[src/gcc_pkg.sv]
`timescale 1ns / 1ps

package gcc_pkg;

    localparam int AMP_BITS_DEF   = 16;
    localparam int STAMP_BITS_DEF = 48;

    localparam int CFG_ADDR_BITS  = 6;
    localparam int CFG_DATA_BITS  = 64;
    localparam int EXT_STAMP_BITS = 64;
    localparam int NUM_CHANNELS   = 3;

    localparam logic [63:0] CALIB_RESET    = 64'h0100_0000_0000_0000;
    localparam logic [15:0] VETO_THR_RESET = 16'd50;
    localparam logic [15:0] PROMPT_RESET   = 16'd5000;
    localparam logic [15:0] RAND_LO_RESET  = 16'd7000;
    localparam logic [15:0] RAND_HI_RESET  = 16'd12000;

    localparam logic signed [31:0] ENERGY_MAX = 32'sh7FFF_FFFF;
    localparam logic signed [31:0] ENERGY_MIN = -32'sh7FFF_FFFF - 32'sh1;

    typedef enum logic [2:0] {
        REG_CALIB_FIRST  = 3'd0,
        REG_CALIB_SECOND = 3'd1,
        REG_CALIB_THIRD  = 3'd2,
        REG_VETO_THR     = 3'd3,
        REG_PROMPT       = 3'd4,
        REG_RAND_LO      = 3'd5,
        REG_RAND_HI      = 3'd6
    } t_reg_idx;

    typedef enum logic [1:0] {
        PAIR_NONE = 2'd0,
        PAIR_12   = 2'd1,
        PAIR_13   = 2'd2,
        PAIR_23   = 2'd3
    } t_pair;

    typedef enum logic [1:0] {
        WIN_NONE   = 2'd0,
        WIN_PROMPT = 2'd1,
        WIN_RANDOM = 2'd2
    } t_win;

    typedef struct packed {
        logic [NUM_CHANNELS-1:0][63:0] calib;
        logic [15:0]                   veto_thr;
        logic [15:0]                   prompt_window;
        logic [15:0]                   random_low;
        logic [15:0]                   random_high;
    } t_cfg;

    // Stage load strobes shared by the datapath modules.
    typedef struct packed {
        logic load_s2;
        logic load_s3;
    } t_pipe_ctrl;

endpackage

[src/gcc_calib_lane.sv]
`timescale 1ns / 1ps

module gcc_calib_lane import gcc_pkg::*; #(
    parameter int AMP_BITS = AMP_BITS_DEF
) (
    input  logic               i_clk,
    input  t_pipe_ctrl         i_ctrl,
    input  logic [AMP_BITS-1:0] i_amp,
    input  logic [63:0]        i_calib,
    output logic signed [31:0] o_energy
);
    localparam int PROD_BITS = AMP_BITS + 32;

    logic [PROD_BITS-1:0] r_prod;
    logic signed [31:0]   r_energy;
    logic signed [63:0]   w_sum;
    logic signed [45:0]   w_scaled;
    logic signed [31:0]   n_energy;

    // Amplitude times Q8.24 gain over four is a Q.26 value. The offset is
    // aligned to the same scale with the half-LSB rounding bit folded in,
    // so a single add followed by the shift gives round-half-up plus offset.
    assign w_sum = $signed(64'(r_prod))
                 + $signed({{14{i_calib[31]}}, i_calib[31:0], 1'b1, 17'b0});
    assign w_scaled = w_sum[63:18];

    always_comb begin
        if (w_scaled > 46'(ENERGY_MAX)) begin
            n_energy = ENERGY_MAX;
        end else if (w_scaled < 46'(ENERGY_MIN)) begin
            n_energy = ENERGY_MIN;
        end else begin
            n_energy = w_scaled[31:0];
        end
    end

    always_ff @(posedge i_clk) begin
        if (i_ctrl.load_s2) begin
            r_prod <= PROD_BITS'(i_amp) * PROD_BITS'(i_calib[63:32]);
        end
        if (i_ctrl.load_s3) begin
            r_energy <= n_energy;
        end
    end

    assign o_energy = r_energy;

endmodule

[config.mk]
export PLATFORM = sky130hd
export DESIGN_NAME = gcc_calib_lane
export DESIGN_NICKNAME = d
export VERILOG_FILES = /design/src/gcc_pkg.sv /design/src/gcc_calib_lane.sv
export SDC_FILE = /design/constraint.sdc
export NUM_CORES = 1
export LEC_CHECK = 0
export BUFFER_PORTS_ARGS = -buffer_cell sky130_fd_sc_hd__buf_2
export CORE_MARGIN = 8
export CORE_UTILIZATION = 60
export DETAILED_ROUTE_END_ITERATION = 7
export GPL_ROUTABILITY_DRIVEN = 0
export PLACE_DENSITY = 0.76
export SLEW_MARGIN = 20
export SYNTH_ARGS = -nofsm -noshare
export SYNTH_HDL_FRONTEND = slang
export SYNTH_SLANG_ARGS = --single-unit
[constraint.sdc]
create_clock -name i_clk -period 13.55 [get_ports i_clk]
set_clock_uncertainty 0.1 [all_clocks]
set_input_delay 1.355 -clock i_clk [delete_from_list [all_inputs] [get_ports i_clk]]
set_output_delay 1.355 -clock i_clk [all_outputs]
set_load 0.01 [all_outputs]
* Word level (Yosys, flattened, before mapping) *
Index checks and enable logic that the tools add are counted.

word-level totals
  input bits = 83
  logic and storage cells = 7
  bits in registers = 80
  output and inout bits = 32

cells by class
  multipliers = 1
  add/sub/neg operators = 1
  order comparisons = 2
  mux-type cells = 1

operator list
  cell                                                             count
  adder 49 x 50 -> 51 bit                                          1
  multiplier 16 x 32 -> 48 bit                                     1
  greater-than comparator 33 x 32 -> 1 bit, second input constant  1
  less-than comparator 33 x 32 -> 1 bit, second input constant     1
  2-to-1 mux 32 bit                                                1

* Logic depth before layout (Yosys ltp) *
  depth in word-level cells = 3
  gate-level depth with buffers = 23
  mapped depth without buffers = 22

* Worst setup path before layout *
No wires, ideal clock.

  path type = input port to flip-flop
  from = in i_amp[7]
  to = reg r_prod[33] (data pin)
  path slack = 6.403 ns
  stages on the path = 22
  library setup time = 0.259 ns
  arrival time = 6.788 ns
  path buffers = 1
  required time = 13.191 ns
  path through = clkbuf_1 nand2_1 fa_1 inv_1 fa_1 inv_1 fa_1 inv_1 fa_1 fa_1 inv_1 fa_1 inv_1 ha_1 a21o_1 a311o_1 a221oi_2 o221ai_2 a211o_1 a21o_1 a21oi_2 xnor2_1

between the ends
  word-level cells in the longest chain between the ends = 1

RTL lines
  item                          RTL line              text
  from (decl)                   gcc_calib_lane.sv:8   input logic [AMP_BITS-1:0] i_amp,
  multiplier 16 x 32 -> 48 bit  gcc_calib_lane.sv:39  r_prod <= PROD_BITS'(i_amp) * PROD_BITS'(i_calib[63:32]);
  to (signal assigned)          gcc_calib_lane.sv:39
  to (decl)                     gcc_calib_lane.sv:14  logic [PROD_BITS-1:0] r_prod;

No other way between the ends.
A chain may end at the register's enable or synchronous reset.

* Final worst setup path *
  from = in i_amp[7]
  to = reg r_prod[41] (data pin)

Same word-level chain as after synthesis.

==> metrics.txt <==
outcome completed; Die X 196 um; CTS Root Cell clkbuf_16; critical path fanouts, max 32; Fillers approximately 2700; synthesized area about 19000 sq um; WS Path Type input pin to flip-flop; Post-Syn Instances about 2100; Synth top area share 0.430; Yosys warning count 0; initial antenna violation count 0; total track usage 0.259; Fin. Hold Viols 0; r2r startpoint r_prod[20]$_DFFE_PP_; Post-CTS Resized 0; Area Overhead vs Synth 5.05%; largest cells by area after synthesis fa_1, edfxtp_1, ha_1; Worst Setup Start Kind input pin; Setup TNS Final 0 ns; HP Class flip-flop to flip-flop; first drt pass iteration count 7; Max Cap Violations 0; PnR worst setup slack about 5.9 ns; clk sinks 63; core area between 30000 and 40000 sq um; fraction of layout cells with a size suffix above 1 0.0733; DRC viols 0; vias in the first global route 15900; Worst setup EP type flip-flop; maximum clock insertion buffer count 2; final period utilization 0.561; DRT iter0 DRCs about 1100; vias per cell approximately 5.7; hpwl dp about 38000 um; Post-Route WL roughly 48000 um; worst hold endpoint o_energy[7]$_SDFFCE_PN1P_; Least-Margin Pin Slew around 0.86 ns; RSZ-0062 raised after global routing no; asr flop ratio synth 0; count leader, synth inv_1; Slew Limit Fails 0; Synth Register Bits 63; Critical Path RT approximately 14 ns; Post-CTS Setup Bufs 0; Antenna Cells 0; r2r worst-path depth 9; R2R setup slack around 10 ns; first-pass GRT wire length about 80000 um; Arrival @ worst endpoint between 7 and 8 ns; number of CTS-inserted buffers 9; register area share after synthesis 0.0971; average cell area after synthesis around 9 sq um; max frequency about 0.13 GHz; Mapped Nets roughly 2800; setup violators final 0; Post-synth EDFFs 63; Hold Path Depth 3; Synth cell types 72; WL/cell 18.6 um; predominant post-synthesis flop cell edfxtp_1; hold path startpoint r_prod[25]$_DFFE_PP_; largest net degree at the start of global routing 33; post-route ant nets 0; RR Endpoint o_energy[26]$_SDFFCE_PN1P_; final net count 2800; via count 14700; Ports approximately 120; clk_lat worst skew 0.32 ns; Initial Util 0.603; Worst-path clk slew about 0.050 ns; largest area contributor in the netlist fa_1; CTS tree done; Cell Rows 66; Die Y 196 um; Post-CTS Hold Buffers 0; Tmin final approximately 7.6 ns; die area 38500 sq um; max_slew headroom 0.425; synth cell count leaders inv_1, fa_1, nand2_1; Port Buffer Count 114; H-tree levels 3; Congestion Overflow GR 0; Crit. Startpoint i_amp[7]; Post-Place Setup Slack between 5 and 6 ns
-- worst max-delay path by stage --
stage,endpoint,slack [ns],cells past startpoint
CTS,r_prod[41]$_DFFE_PP_,5.98,20
detailed placement,r_prod[41]$_DFFE_PP_,5.64,20
finish,r_prod[41]$_DFFE_PP_,5.95,20
global placement,r_prod[41]$_DFFE_PP_,5.81,20
floorplan,r_prod[33]$_DFFE_PP_,6.40,22
global route,r_prod[41]$_DFFE_PP_,5.65,20
-- sequential cells by signal, summed over array words and instances, names as in the netlist --
register and flops:
o_energy 32, r_prod 31
-- metal layers --
layer,global-route usage,part of all wire,vias to the layer above
met5,0,0,-
met4,0.0657,0.023,0
met3,0.0535,0.097,93
met2,0.430,0.47,711
met1,0.345,0.41,7365
li1,-,-,6520
-- cell type report --
type                            instances  area (sq um)  share of cell area
Clock inverter                          2          10.0            0.000489
Sequential cell                        63          1890              0.0924
Clock buffer                           12           236              0.0116
Tap cell                              442           553              0.0270
Inverter                              446          1670              0.0818
Timing Repair Buffer                  114           571              0.0279
Multi-Input combinational cell       1518         15500               0.759
-- critical path, cell delays in order --
cell	delay, ns
buf_2	0.55
nand2_1	0.17
fa_1	0.59
inv_1	0.06
fa_1	0.48
fa_1	0.59
fa_1	0.44
fa_1	0.49
inv_1	0.05
fa_1	0.52
inv_1	0.06
ha_1	0.42
o21ai_1	0.14
o21ai_1	0.26
o32ai_2	0.14
a21oi_2	0.28
a21oi_1	0.24
o31ai_2	0.43
a31oi_1	0.15
xnor2_1	0.14
-- per-stage QoR --
step / instances / cell area (sq um) / hold slack (ns) / utilization
floorplan: 2124 / 19500 / 0.595 / -
global placement: 2583 / 20200 / 0.650 / 0.626
detailed placement: 2583 / 20200 / 0.658 / 0.626
CTS: 2597 / 20500 / 0.671 / 0.634
global route: 2597 / 20500 / 0.711 / 0.634
finish: 2597 / 20500 / 0.670 / 0.634
-- layout by cell type (no fill, tap or decap), types with 8 or more instances in the layout --
master,netlist,routed
nand2_1,348,348
a21oi_1,65,65
buf_2,3,114
o21bai_1,11,11
and2_1,211,211
a211oi_1,11,11
nand3_1,17,17
xor2_1,22,22
clkbuf_16,0,9
nor2_1,40,40
nand4_1,14,14
a31oi_1,8,8
fa_1,418,418
a21o_1,27,27
inv_1,446,446
o21ai_0,38,38
edfxtp_1,63,63
xnor2_1,33,33
ha_1,147,147
-- kinds of logic after synthesis --
logic type      Yosys count  synth area share
xor+xnor                 56            0.0256
simple gates            671             0.166
compound gates          225            0.0814
flops                    63            0.0971
fa+ha+maj               566             0.525
buf+inv                 543             0.106
Power is not shown: default switching activity piles up to over one toggle a cycle in this logic, so the estimate is an artifact.
