[src/gcc_pkg.sv]
`timescale 1ns / 1ps

package gcc_pkg;

    localparam int AMP_BITS_DEF   = 16;
    localparam int STAMP_BITS_DEF = 48;

    localparam int CFG_ADDR_BITS  = 6;
    localparam int CFG_DATA_BITS  = 64;
    localparam int EXT_STAMP_BITS = 64;
    localparam int NUM_CHANNELS   = 3;

    localparam logic [63:0] CALIB_RESET    = 64'h0100_0000_0000_0000;
    localparam logic [15:0] VETO_THR_RESET = 16'd50;
    localparam logic [15:0] PROMPT_RESET   = 16'd5000;
    localparam logic [15:0] RAND_LO_RESET  = 16'd7000;
    localparam logic [15:0] RAND_HI_RESET  = 16'd12000;

    localparam logic signed [31:0] ENERGY_MAX = 32'sh7FFF_FFFF;
    localparam logic signed [31:0] ENERGY_MIN = -32'sh7FFF_FFFF - 32'sh1;

    typedef enum logic [2:0] {
        REG_CALIB_FIRST  = 3'd0,
        REG_CALIB_SECOND = 3'd1,
        REG_CALIB_THIRD  = 3'd2,
        REG_VETO_THR     = 3'd3,
        REG_PROMPT       = 3'd4,
        REG_RAND_LO      = 3'd5,
        REG_RAND_HI      = 3'd6
    } t_reg_idx;

    typedef enum logic [1:0] {
        PAIR_NONE = 2'd0,
        PAIR_12   = 2'd1,
        PAIR_13   = 2'd2,
        PAIR_23   = 2'd3
    } t_pair;

    typedef enum logic [1:0] {
        WIN_NONE   = 2'd0,
        WIN_PROMPT = 2'd1,
        WIN_RANDOM = 2'd2
    } t_win;

    typedef struct packed {
        logic [NUM_CHANNELS-1:0][63:0] calib;
        logic [15:0]                   veto_thr;
        logic [15:0]                   prompt_window;
        logic [15:0]                   random_low;
        logic [15:0]                   random_high;
    } t_cfg;

    // Stage load strobes shared by the datapath modules.
    typedef struct packed {
        logic load_s2;
        logic load_s3;
    } t_pipe_ctrl;

endpackage

[src/gcc_stamp_ext.sv]
`timescale 1ns / 1ps

module gcc_stamp_ext import gcc_pkg::*; #(
    parameter int STAMP_BITS = STAMP_BITS_DEF
) (
    input  logic                      i_clk,
    input  logic                      i_rst_n,
    input  t_pipe_ctrl                i_ctrl,
    input  logic [STAMP_BITS-1:0]     i_stamp,
    output logic [EXT_STAMP_BITS-1:0] o_ext_stamp
);
    logic [STAMP_BITS-1:0]     r_prev;
    logic [EXT_STAMP_BITS-1:0] r_offset;
    logic [EXT_STAMP_BITS-1:0] n_offset;
    logic [STAMP_BITS-1:0]     r_stamp2;
    logic [EXT_STAMP_BITS-1:0] r_offset2;
    logic [EXT_STAMP_BITS-1:0] r_ext;

    // A stamp that does not move forward is taken as a wrap or a restart.
    assign n_offset = (i_stamp > r_prev) ? r_offset
                                         : r_offset + EXT_STAMP_BITS'(r_prev);

    always_ff @(posedge i_clk) begin
        if (!i_rst_n) begin
            r_prev   <= '0;
            r_offset <= '0;
        end else if (i_ctrl.load_s2) begin
            r_prev   <= i_stamp;
            r_offset <= n_offset;
        end
    end

    always_ff @(posedge i_clk) begin
        if (i_ctrl.load_s2) begin
            r_stamp2  <= i_stamp;
            r_offset2 <= n_offset;
        end
        if (i_ctrl.load_s3) begin
            r_ext <= r_offset2 + EXT_STAMP_BITS'(r_stamp2);
        end
    end

    assign o_ext_stamp = r_ext;

endmodule

[config.mk]
export PLATFORM = sky130hd
export DESIGN_NAME = gcc_stamp_ext
export DESIGN_NICKNAME = d
export VERILOG_FILES = /design/src/gcc_pkg.sv /design/src/gcc_stamp_ext.sv
export SDC_FILE = /design/constraint.sdc
export NUM_CORES = 1
export LEC_CHECK = 0
export ABC_AREA = 1
export BUFFER_PORTS_ARGS = -buffer_cell sky130_fd_sc_hd__buf_2
export CAP_MARGIN = 25
export CORE_AREA = 2 2 216 218
export CTS_BUF_LIST = sky130_fd_sc_hd__clkbuf_4
export DETAILED_ROUTE_END_ITERATION = 8
export DIE_AREA = 0 0 218 220
export GPL_TIMING_DRIVEN = 0
export SKIP_LAST_GASP = 1
export SYNTH_ARGS = -nofsm -noshare
export SYNTH_HDL_FRONTEND = slang
export SYNTH_SLANG_ARGS = --single-unit
[constraint.sdc]
create_clock -name i_clk -period 4.1 [get_ports i_clk]
set_input_delay 0.205 -clock i_clk [delete_from_list [all_inputs] [get_ports i_clk]]
set_output_delay 0.205 -clock i_clk [all_outputs]
set_load 0.1 [all_outputs]
# After elaboration in Yosys (flattened, before gate mapping)
# Cells that the tools add are included.
# classes
addsub,2
mux,1
n_lt_le_gt_ge,1
# op_table
op,n
$add 64x48->64,2
$mux 64,1
$gt 48x48->1,1
# totals
regBits,288
inputBits,52

# Logic depth before layout (Yosys ltp)
# logic_depth
ltp_word,2
mapped_depth,21
mapped_depth_nobuf,19

# Worst setup path after synthesis
# No wires, ideal clock.
# synth_path
path_type,register to register
from,register r_stamp2[0]
to,"register r_ext[58] (netlist: o_ext_stamp[58]), data pin"
t_arrival_ps,2021
required_time_ps,3848
path_stages_with_launch,15
n_path_buf,0
slack_ps,1826
setup_ps,252
period_less_slack_ps,2274
path_cell_list,edfxtp_1 -> ha_1 -> fa_1 -> nand3_1 -> nand2_1 -> a21oi_1 -> o21bai_1 -> nand2_1 -> nand2_1 -> nand2_1 -> nand2_1 -> nand3_1 -> nand2_1 -> nand2_1 -> nand2_1
# synth_via
elab_chain_cells,1
# synth_rtl
element,line,source
"start, declared",gcc_stamp_ext.sv:15,logic [STAMP_BITS-1:0] r_stamp2;
"start signal, assigned",gcc_stamp_ext.sv:35,r_stamp2 <= i_stamp;
$add 64x48->64,gcc_stamp_ext.sv:39,r_ext <= r_offset2 + EXT_STAMP_BITS'(r_stamp2);
"end signal, assigned",gcc_stamp_ext.sv:39,
"end, declared",gcc_stamp_ext.sv:17,logic [EXT_STAMP_BITS-1:0] r_ext;
# Every way passes these cells.
# A chain may end at the register's enable or synchronous reset.

# Final worst setup path
# layout_path
from,register r_stamp2[0]
to,"register r_ext[62] (netlist: o_ext_stamp[62]), data pin"
# The elaborated chain is that of the path after synthesis.

==> results_dict.tcl <==
set metrics [dict create \
    status "completed" \
    start_util_pct 44.3 \
    ant_nets 0 \
    ys_warn_count 0 \
    tritoncts "yes" \
    fin_crit_ns 2.98 \
    max-cap-violations 0 \
    ios 116 \
    synth_area_sq_mm 0.0203 \
    htreeDepth 3 \
    avgSynthCellArea_sq_um 6.92 \
    setup_tns_ns 0 \
    port_buffers 115 \
    dp_hpwl_mm 57.3 \
    grt.overflow.total 0 \
    cts-root-buf "clkbuf_4" \
    cts_resized 0 \
    cp-end-kind "register" \
    grt_pass1_vias 18873 \
    core_region_area_sq_mm 0.0459 \
    fillers 4660 \
    seqPwrFrac_pct 37.3 \
    pwr_density_cell_mw_per_mm2 423 \
    clockBufferDepth 3 \
    cts.sinks 288 \
    path_clk_slew_ns 0.08 \
    slew_violations 0 \
    clkLatencyLatePin_ns 0.82 \
    r2r_slack_ns 1.12 \
    viasPerCell 5.12 \
    synth_fp_nets 3135 \
    p_leak_uw 0.0118 \
    track_usage_pct 29.2 \
    period_share_pct 72.6 \
    setup_viol 0 \
    gp_congestion 1.04 \
    switching_share_pct 40.8 \
    cp-start-kind "register" \
    grt_max_degree 74 \
    crit_type "register to register" \
    ir_drop_v 0.000577 \
    num_rows 79 \
    drc 0 \
    hold_path.class "input pin to register" \
    drtIter0Drc 1555 \
    wl_per_cell_um 18.0 \
    fin_skew_ns 0.0793 \
    seq_area_frac_synth_pct 37.1 \
    timing.final.ws_setup_ns 1.12 \
    cp_cell_sequence "ha_1, fa_1, nand3_1, nand2_1, a21oi_1, o21ai_0, nand3_1, nand2_1, nand3_1, nand2_1, xor2_1" \
    rsz0062_at_grt "no" \
    grt_pass1_wl_mm 105 \
    layout-area-overhead-vs-synth_pct 14.5 \
    num_vias 19738 \
    switchingPower_uw 4010 \
    intPower_uw 5820 \
    numCtsBuffers 77 \
    hold_violations 0 \
    wirelength_mm 69.5 \
    synth_seq_cells 288 \
    cpPeakStageDelay_ns 0.43 \
    dpl_worst_slack_ns 1.22 \
    syn_inst 2937 \
    p_clk_share_pct 27.7 \
    dieHeight_um 220 \
    most-common-layout-cells "nand2_1 (912), inv_1 (471), nor2_1 (355)" \
    nNetsFinal 3382 \
    dieArea_sq_mm 0.0480 \
    final_common_cell "nand2_1" \
    pwr-share-comb_pct 35.0 \
    slew_headroom_pct 37.6 \
    die_x_um 218 \
    fmax_ghz 0.336 \
    critPathMaxFanout 4 \
    drt_pass1_iterations 5 \
    drive_gt1_share_pct 8.51 \
    tightest_slew_ns 0.937 \
    arrival_ns 3.48 \
    worstPathRequired_ns 4.60 \
    yosysUniqueCellTypes 43 \
    cts_setup_buffers 0 \
    cp_slowest_cell "a21oi_1" \
    antenna_found_initial 6 \
]
-- cells by family (layout without fill, tap and decap cells) --
| kind of cell | after synthesis | in the layout | share of synthesized area [%] |
|---|---|---|---|
| AOI/OAI and AO/OA | 357 | 357 | 9.53 |
| xor gates and xnor gates | 82 | 82 | 3.54 |
| adders and majority gates | 146 | 146 | 9.07 |
| buffers and inverters | 526 | 834 | 9.96 |
| DFF | 288 | 288 | 37.1 |
| other | 0 | 5 | 0 |
| and+or+nand+nor | 1538 | 1538 | 30.8 |
-- worst max-delay path, delay by kind of cell, from the launching register on --
family	cells	cell delay (ns)
xor gates and xnor gates	1	0.16
DFF	1	0.38
AOI/OAI and AO/OA	2	0.71
and+or+nand+nor	6	0.76
adders and majority gates	2	0.64
-- final cells by class --
cell class / instances / area, sq um / area share [%]
Buffer: 49 / 230 / 0.990
Antenna cell: 5 / 12.5 / 0.0538
Timing Repair Buffer: 168 / 1140 / 4.88
Clock inverter: 25 / 176 / 0.758
Tap cell: 607 / 759 / 3.27
Multi-Input combinational cell: 2123 / 10800 / 46.3
Clock buffer: 115 / 863 / 3.71
Inverter: 477 / 1790 / 7.71
Sequential cell: 288 / 7530 / 32.4
-- sequential cells by signal (all words and copies together) (netlist names) --
| name | cells |
|---|---|
| o_ext_stamp | 64 |
| r_prev | 48 |
| r_stamp2 | 48 |
| r_offset | 64 |
| r_offset2 | 64 |
-- cells in the mapped netlist, drive strengths merged --
library cell | n | area, sq um
a21boi | 7 | 52.6
a21o | 13 | 97.6
a21oi | 190 | 951
a22oi | 2 | 15.0
a31oi | 8 | 50.1
a32oi | 1 | 8.76
and2 | 4 | 25.0
buf | 19 | 118
clkbuf | 30 | 113
clkinv | 1 | 3.75
dfxtp | 112 | 2240
edfxtp | 176 | 5290
fa | 2 | 40.0
ha | 144 | 1800
inv | 476 | 1790
nand2 | 923 | 3550
nand3 | 193 | 971
nand3b | 4 | 30.0
nand4 | 23 | 144
nor2 | 355 | 1330
nor3 | 25 | 145
nor4 | 7 | 43.8
nor4b | 1 | 8.76
o2111ai | 2 | 17.5
o211ai | 2 | 15.0
o21a | 6 | 45.0
o21ai | 106 | 531
o21bai | 18 | 135
o22a | 2 | 17.5
or2 | 3 | 18.8
xnor2 | 9 | 78.8
xor2 | 73 | 639
-- layer usage --
layer	global-route usage, %	vias to the layer above	part of all wire (%)
met5	0	-	0
met4	13.8	0	4.4
met3	4.10	144	6.5
met2	47.1	646	44
met1	38.6	9019	45
li1	-	9929	-
-- power by group through the flow --
stage | logic (uW) | registers, uW | clock network (uW)
2_1_floorplan | 1550 | 4610 | 0
3_3_place_gp | 3350 | 3720 | 0
3_5_place_dp | 3370 | 3730 | 0
4_1_cts | 3420 | 3660 | 2800
5_1_grt | 3730 | 3690 | 2950
6_report | 3440 | 3670 | 2720
-- per-stage QoR --
stage          hold slack [ns]  utilization [%]  area (sq um)  power [uW]  instances
2_1_floorplan            0.304                -         20300        6160       2937
6_report                 0.127             50.7         23300        9830       3857
5_1_grt                 0.0686             50.7         23300       10400       3857
4_1_cts                 0.0410             50.7         23200        9890       3852
3_3_place_gp             0.401             47.2         21600        7070       3659
3_5_place_dp             0.405             47.3         21700        7090       3661
-- final timing paths --
path	from	endpoint	cells after the start
setup / recovery	r_stamp2[0]	o_ext_stamp[62]	11
hold / removal	i_stamp[0]	r_stamp2[0]	2
setup reg to reg	r_stamp2[0]	o_ext_stamp[62]	11
hold reg to reg	r_prev[2]	r_prev[2]	2
-- timing repair --
action                                  CTS  global route
endpoints found under the setup margin    0             0
hold buffers                             51             0
hold endpoints to repair                157             0
Note: power is estimated with default switching activity, not from simulation.
