--- src/gcc_pkg.sv ---
`timescale 1ns / 1ps

package gcc_pkg;

    localparam int AMP_BITS_DEF   = 16;
    localparam int STAMP_BITS_DEF = 48;

    localparam int CFG_ADDR_BITS  = 6;
    localparam int CFG_DATA_BITS  = 64;
    localparam int EXT_STAMP_BITS = 64;
    localparam int NUM_CHANNELS   = 3;

    localparam logic [63:0] CALIB_RESET    = 64'h0100_0000_0000_0000;
    localparam logic [15:0] VETO_THR_RESET = 16'd50;
    localparam logic [15:0] PROMPT_RESET   = 16'd5000;
    localparam logic [15:0] RAND_LO_RESET  = 16'd7000;
    localparam logic [15:0] RAND_HI_RESET  = 16'd12000;

    localparam logic signed [31:0] ENERGY_MAX = 32'sh7FFF_FFFF;
    localparam logic signed [31:0] ENERGY_MIN = -32'sh7FFF_FFFF - 32'sh1;

    typedef enum logic [2:0] {
        REG_CALIB_FIRST  = 3'd0,
        REG_CALIB_SECOND = 3'd1,
        REG_CALIB_THIRD  = 3'd2,
        REG_VETO_THR     = 3'd3,
        REG_PROMPT       = 3'd4,
        REG_RAND_LO      = 3'd5,
        REG_RAND_HI      = 3'd6
    } t_reg_idx;

    typedef enum logic [1:0] {
        PAIR_NONE = 2'd0,
        PAIR_12   = 2'd1,
        PAIR_13   = 2'd2,
        PAIR_23   = 2'd3
    } t_pair;

    typedef enum logic [1:0] {
        WIN_NONE   = 2'd0,
        WIN_PROMPT = 2'd1,
        WIN_RANDOM = 2'd2
    } t_win;

    typedef struct packed {
        logic [NUM_CHANNELS-1:0][63:0] calib;
        logic [15:0]                   veto_thr;
        logic [15:0]                   prompt_window;
        logic [15:0]                   random_low;
        logic [15:0]                   random_high;
    } t_cfg;

    // Stage load strobes shared by the datapath modules.
    typedef struct packed {
        logic load_s2;
        logic load_s3;
    } t_pipe_ctrl;

endpackage

--- src/gcc_apb_regs.sv ---
`timescale 1ns / 1ps

module gcc_apb_regs import gcc_pkg::*; (
    input  logic                     i_clk,
    input  logic                     i_rst_n,
    input  logic                     psel,
    input  logic                     penable,
    input  logic                     pwrite,
    input  logic [CFG_ADDR_BITS-1:0] paddr,
    input  logic [CFG_DATA_BITS-1:0] pwdata,
    output logic [CFG_DATA_BITS-1:0] prdata,
    output logic                     pready,
    output t_cfg                     o_cfg
);
    t_cfg     r_cfg;
    t_cfg     n_cfg;
    t_reg_idx w_idx;
    logic     w_wr;

    assign w_idx  = t_reg_idx'(paddr[CFG_ADDR_BITS-1:3]);
    assign w_wr   = psel && penable && pwrite;
    assign pready = 1'b1;
    assign o_cfg  = r_cfg;

    always_comb begin
        n_cfg = r_cfg;
        if (w_wr) begin
            case (w_idx)
                REG_CALIB_FIRST:  n_cfg.calib[0]      = pwdata;
                REG_CALIB_SECOND: n_cfg.calib[1]      = pwdata;
                REG_CALIB_THIRD:  n_cfg.calib[2]      = pwdata;
                REG_VETO_THR:     n_cfg.veto_thr      = pwdata[15:0];
                REG_PROMPT:       n_cfg.prompt_window = pwdata[15:0];
                REG_RAND_LO:      n_cfg.random_low    = pwdata[15:0];
                REG_RAND_HI:      n_cfg.random_high   = pwdata[15:0];
                default: ;
            endcase
        end
    end

    always_comb begin
        case (w_idx)
            REG_CALIB_FIRST:  prdata = r_cfg.calib[0];
            REG_CALIB_SECOND: prdata = r_cfg.calib[1];
            REG_CALIB_THIRD:  prdata = r_cfg.calib[2];
            REG_VETO_THR:     prdata = CFG_DATA_BITS'(r_cfg.veto_thr);
            REG_PROMPT:       prdata = CFG_DATA_BITS'(r_cfg.prompt_window);
            REG_RAND_LO:      prdata = CFG_DATA_BITS'(r_cfg.random_low);
            REG_RAND_HI:      prdata = CFG_DATA_BITS'(r_cfg.random_high);
            default:          prdata = '0;
        endcase
    end

    always_ff @(posedge i_clk) begin
        if (!i_rst_n) begin
            r_cfg.calib[0]      <= CALIB_RESET;
            r_cfg.calib[1]      <= CALIB_RESET;
            r_cfg.calib[2]      <= CALIB_RESET;
            r_cfg.veto_thr      <= VETO_THR_RESET;
            r_cfg.prompt_window <= PROMPT_RESET;
            r_cfg.random_low    <= RAND_LO_RESET;
            r_cfg.random_high   <= RAND_HI_RESET;
        end else begin
            r_cfg <= n_cfg;
        end
    end

endmodule

--- config.mk ---
export PLATFORM = sky130hd
export DESIGN_NAME = gcc_apb_regs
export DESIGN_NICKNAME = d
export VERILOG_FILES = /design/src/gcc_pkg.sv /design/src/gcc_apb_regs.sv
export SDC_FILE = /design/constraint.sdc
export NUM_CORES = 1
export LEC_CHECK = 0
export BUFFER_PORTS_ARGS = -buffer_cell sky130_fd_sc_hd__buf_4
export CAP_MARGIN = 20
export CORE_MARGIN = 3
export CORE_UTILIZATION = 35
export CTS_CLUSTER_DIAMETER = 30
export CTS_CLUSTER_SIZE = 16
export DETAILED_ROUTE_END_ITERATION = 7
export GPL_TIMING_DRIVEN = 0
export MAX_ROUTING_LAYER = met4
export SETUP_SLACK_MARGIN = 0.02
export SYNTH_ARGS = -nofsm -noshare
export SYNTH_HDL_FRONTEND = slang
export SYNTH_SLANG_ARGS = --single-unit
--- constraint.sdc ---
create_clock -name i_clk -period 1.4 [get_ports i_clk]
set_input_delay 0.07 -clock i_clk [delete_from_list [all_inputs] [get_ports i_clk]]
set_output_delay 0.07 -clock i_clk [all_outputs]
set_load 0.02 [all_outputs]
; Yosys cells after proc, flatten, opt, wreduce, memory -nomap -nowiden
; Index checks and enable logic that the tools add are counted.
[word_totals]
elab_cells = 24
regBits = 256
input_bits = 75
[op_classes]
reduce_logical = 10
eq_ne = 6
mux = 1
[ops]
columns = operator, count
row1 = $pmux 64 s7, 1
row2 = $reduce_and 2->1, 7
row3 = $eq 3x3->1 const B, 3
row4 = $eq 3x2->1 const B, 2
row5 = $eq 3x1->1 const B, 1
row6 = $logic_not 3->1, 1
row7 = $logic_and 1x1->1, 2

; Logic depth before layout (Yosys ltp)
[logic_depth]
depth_word = 3
ltp_mapped = 7
mapped_depth_nobuf = 3

; Worst setup path before layout
; Ideal clock, no wire load.
[synth_path]
kind = input to output
startpoint = input paddr[4]
endpoint = output prdata[16]
required_time_ns = 1.330
path_stages = 7
arrival_time_ns = 1.258
slack_ns = 0.072
n_path_buf = 4
cell_sequence = buf_6 -> buf_4 -> nor2b_1 -> buf_2 -> buf_4 -> a22oi_1 -> nor2_1
[synth_via]
elab_chain_len = 2
elab_cells_between_ends = 8
cone_classes = eq/ne: 6 / mux: 1 / reduce/logical: 1
[synth_rtl]
columns = item, line
row1 = "start, declared", gcc_apb_regs.sv:9  ; input logic [CFG_ADDR_BITS-1:0] paddr,
row2 = "$eq 3x3->1, or another cell as far along", gcc_apb_regs.sv:42  ; case (w_idx)
row3 = $pmux 64 s7 *, gcc_apb_regs.sv:42
row4 = "end, declared", gcc_apb_regs.sv:11  ; output logic [CFG_DATA_BITS-1:0] prdata,
; Every way passes the cells marked *; elsewhere a longest branch is shown, timed or not.

; Worst setup path after layout
[layout_path]
startpoint = register r_cfg (netlist bit o_cfg[61])
endpoint = output prdata[13]
[layout_via]
elab_chain_len = 1
[layout_rtl]
columns = item, line
row1 = "start, declared", gcc_apb_regs.sv:15  ; t_cfg r_cfg;
row2 = "start signal, assigned", gcc_apb_regs.sv:64  ; r_cfg <= n_cfg;
row3 = $pmux 64 s7, gcc_apb_regs.sv:42
; No other way between the ends.

==> flow_metrics.py <==
metrics = {
    "setup_path": {
        "cp-start-kind": "flip-flop",
        "required_ps": 1330,
        "crit_type": "flip-flop to primary output",
        "critPathMaxFanout": 3,
        "end_kind": "primary output",
        "arrival_ps": 1820,
    },
    "cts": {
        "cts_tree": "built",
        "clkTransAtPathRegs_ps": 50,
        "htreeDepth": 2,
        "cts.sinks": 256,
        "numCtsBuffers": 59,
        "clock_latency_ps": 560,
        "cts_buffer_depth": 3,
        "root_buffer": "clkbuf_16",
    },
    "logic_synthesis": {
        "synth_nets": 1271,
        "ys_types": 37,
        "yosysSeqAreaShare": 0.4426,
        "avgSynthCellArea_um2": 9.681,
        "synth_warnings": 0,
        "ys_ff_latch": 256,
        "synth_area_um2": 11580,
        "syn_inst": 1196,
    },
    "die": {
        "row_count": 65,
        "chipHeight_um": 187.9,
        "fp.dieArea_um2": 35300,
        "initial_utilization": 0.3613,
        "die_w_um": 187.9,
        "ioPinCount": 396,
        "coreArea_um2": 32040,
    },
    "outcome": {
        "violations": "negative setup slack",
        "status": "finished with violations",
    },
    "job": {
        "maxCapViolations": 0,
    },
    "power": {
        "seq_power_share": 0.305,
        "power.share.clock": 0.621,
        "ir_worst_vdd_mv": 0.8897,
        "power_switching_share": 0.2283,
        "total_power_mw": 24.30,
        "switchingPower_mw": 5.546,
        "p_int_mw": 18.75,
        "p_leak_nw": 8.420,
        "combPwrFrac": 0.074,
        "power_density_nw_per_um2": 1254,
    },
    "grt": {
        "antenna_found_initial": 1,
        "track_usage": 0.2990,
        "grt_max_degree": 15,
        "grt_overflow": 0,
        "grt_first_pass_wirelength_mm": 78.36,
        "grt_pass1_vias": 12239,
    },
    "timing": {
        "final_hold_viol_count": 0,
        "drv_slew": 0,
        "finalSetupViolCount": 64,
        "finalWorstSetupSlack_ps": -485.0,
        "timing.final.crit_share": 1.346,
        "rsz0062_at_grt": "true",
        "worstMarginPinSlew_ps": 840.3,
        "slew_headroom": 0.4398,
        "min_period_ps": 1885,
        "clock_skew_ps": 0,
        "fmax_mhz": 530.5,
        "whs_ps": 35.42,
        "fin_tns_setup_ps": -13580,
    },
    "cells_and_area": {
        "syn_to_final_growth_pct": 67.28,
        "layout.cells.non_filler": 2286,
        "seq_area_um2": 5300,
        "finish.utilization": 0.6045,
        "multi_input_area_um2": 6259,
        "layout_commonest_cell": "buf_4",
        "layout_common_cells": "477 x buf_4, 295 x nand2_1, 242 x mux2i_1",
        "largest_reg_flops": 256,
        "nets": 1875,
        "final_cell_area_um2": 19370,
        "drive_gt1_frac": 0.5027,
        "n_fill_cell": 2794,
    },
    "min_path": {
        "hold_path_class": "input pin to flip-flop",
    },
    "routing": {
        "postRouteAntennaNets": 0,
        "drc": 0,
        "totalWireLength_mm": 53.26,
        "post_drt_wl_per_cell_um": 23.30,
        "drt_iter0_drc": 789,
        "vias_per_cell": 5.181,
        "vias": 11843,
        "drt_first_pass_iters": 6,
    },
    "placement": {
        "port_buffers": 389,
        "dpl.cell_count": 2020,
        "post-place-ws_ps": -733.2,
        "place_hpwl_mm": 36.31,
        "placed_area_um2": 15040,
        "gp_congestion": 0.8755,
    },
}
[cells in the mapped netlist]
master | count | area (um2)
a21oi_1 | 6 | 30.03
a221o_1 | 10 | 100.1
a22oi_1 | 54 | 405.4
a32o_1 | 10 | 100.1
and2_0 | 1 | 6.260
and2_1 | 1 | 6.260
and4b_1 | 1 | 10.01
buf_1 | 6 | 22.52
buf_2 | 21 | 105.1
buf_4 | 14 | 105.1
buf_6 | 17 | 191.4
clkbuf_1 | 45 | 168.9
conb_1 | 1 | 3.750
dfxtp_1 | 256 | 5125
inv_1 | 13 | 48.80
inv_2 | 1 | 3.750
mux2_2 | 64 | 720.7
mux2i_1 | 242 | 2422
mux4_2 | 6 | 135.1
nand2_1 | 295 | 1107
nand2_2 | 1 | 6.260
nand2b_1 | 1 | 6.260
nand2b_4 | 1 | 13.76
nand3_1 | 3 | 15.01
nand4_1 | 1 | 6.260
nand4b_1 | 1 | 8.760
nor2_1 | 56 | 210.2
nor2_2 | 2 | 12.51
nor2_4 | 1 | 11.26
nor2_8 | 1 | 20.02
nor2b_1 | 5 | 31.28
o211ai_1 | 12 | 90.09
o211ai_2 | 3 | 37.54
o21ai_0 | 23 | 115.1
o2bb2ai_1 | 10 | 87.58
o311ai_0 | 8 | 70.07
or2_1 | 3 | 18.77
[critical path: stages (launching register included)]
cell,delay (ps)
dfxtp_2,320
mux2_4,260
a32o_1,210
a221o_1,320
buf_6,160
[power by group through the flow]
stage / combinational [mW] / sequential [mW] / clock (mW)
final: 1.80 / 7.41 / 15.1
after global routing: 1.88 / 7.41 / 15.6
after CTS: 1.74 / 7.41 / 15.2
after detailed placement: 1.48 / 7.56 / 0
after global placement: 1.48 / 7.56 / 0
after floorplan: 0.693 / 7.61 / 0
[cells by family (layout without fill, tap and decap cells)]
| family | after synthesis | in the layout | synth area share |
|---|---|---|---|
| buffers and inverters | 117 | 771 | 0.05576 |
| muxes | 312 | 312 | 0.2831 |
| and+or+nand+nor | 374 | 374 | 0.1287 |
| DFF | 256 | 256 | 0.4426 |
| other | 1 | 2 | 0.0003239 |
| AOI/OAI and AO/OA | 136 | 136 | 0.08948 |
[final cells by class]
cell class,instances,share of cell area
antenna,1,0.0001292
buffer,103,0.03501
clock buffer,74,0.08547
clock inverter,37,0.02829
inverter,14,0.002713
multi-input combinational,823,0.3231
sequential,256,0.2736
tap,435,0.02810
timing repair buffer,543,0.2235
[path summary, 6_finish.rpt]
kind                      startpoint                      end  slack, ps  cells past startpoint
max           o_cfg[61]$_SDFFE_PN0P_               prdata[13]       -490                      4
min                         paddr[4]  o_cfg[111]$_SDFFE_PN0P_         40                      4
max reg2reg   o_cfg[44]$_SDFFE_PN1P_   o_cfg[44]$_SDFFE_PN1P_        500                      3
min reg2reg  o_cfg[250]$_SDFFE_PN0P_  o_cfg[250]$_SDFFE_PN0P_        460                      2
[repair_timing]
action / CTS / global route
pin swaps: 39 / 45
setup endpoints to repair: 74 / 85
gates resized for setup: 232 / 84
hold endpoints to repair: 247 / 0
hold buffers: 65 / 0
buffers inserted: 81 / 8
[metal layers]
layer | GRT usage | vias up | wire length, um
met5 | - | - | 0
met4 | 0.1154 | 0 | 1922
met3 | 0.06356 | 109 | 3939
met2 | 0.4945 | 591 | 25650
met1 | 0.3574 | 5728 | 21750
li1 | - | 5415 | -
No activity file was read; power rests on OpenSTA's default activity.
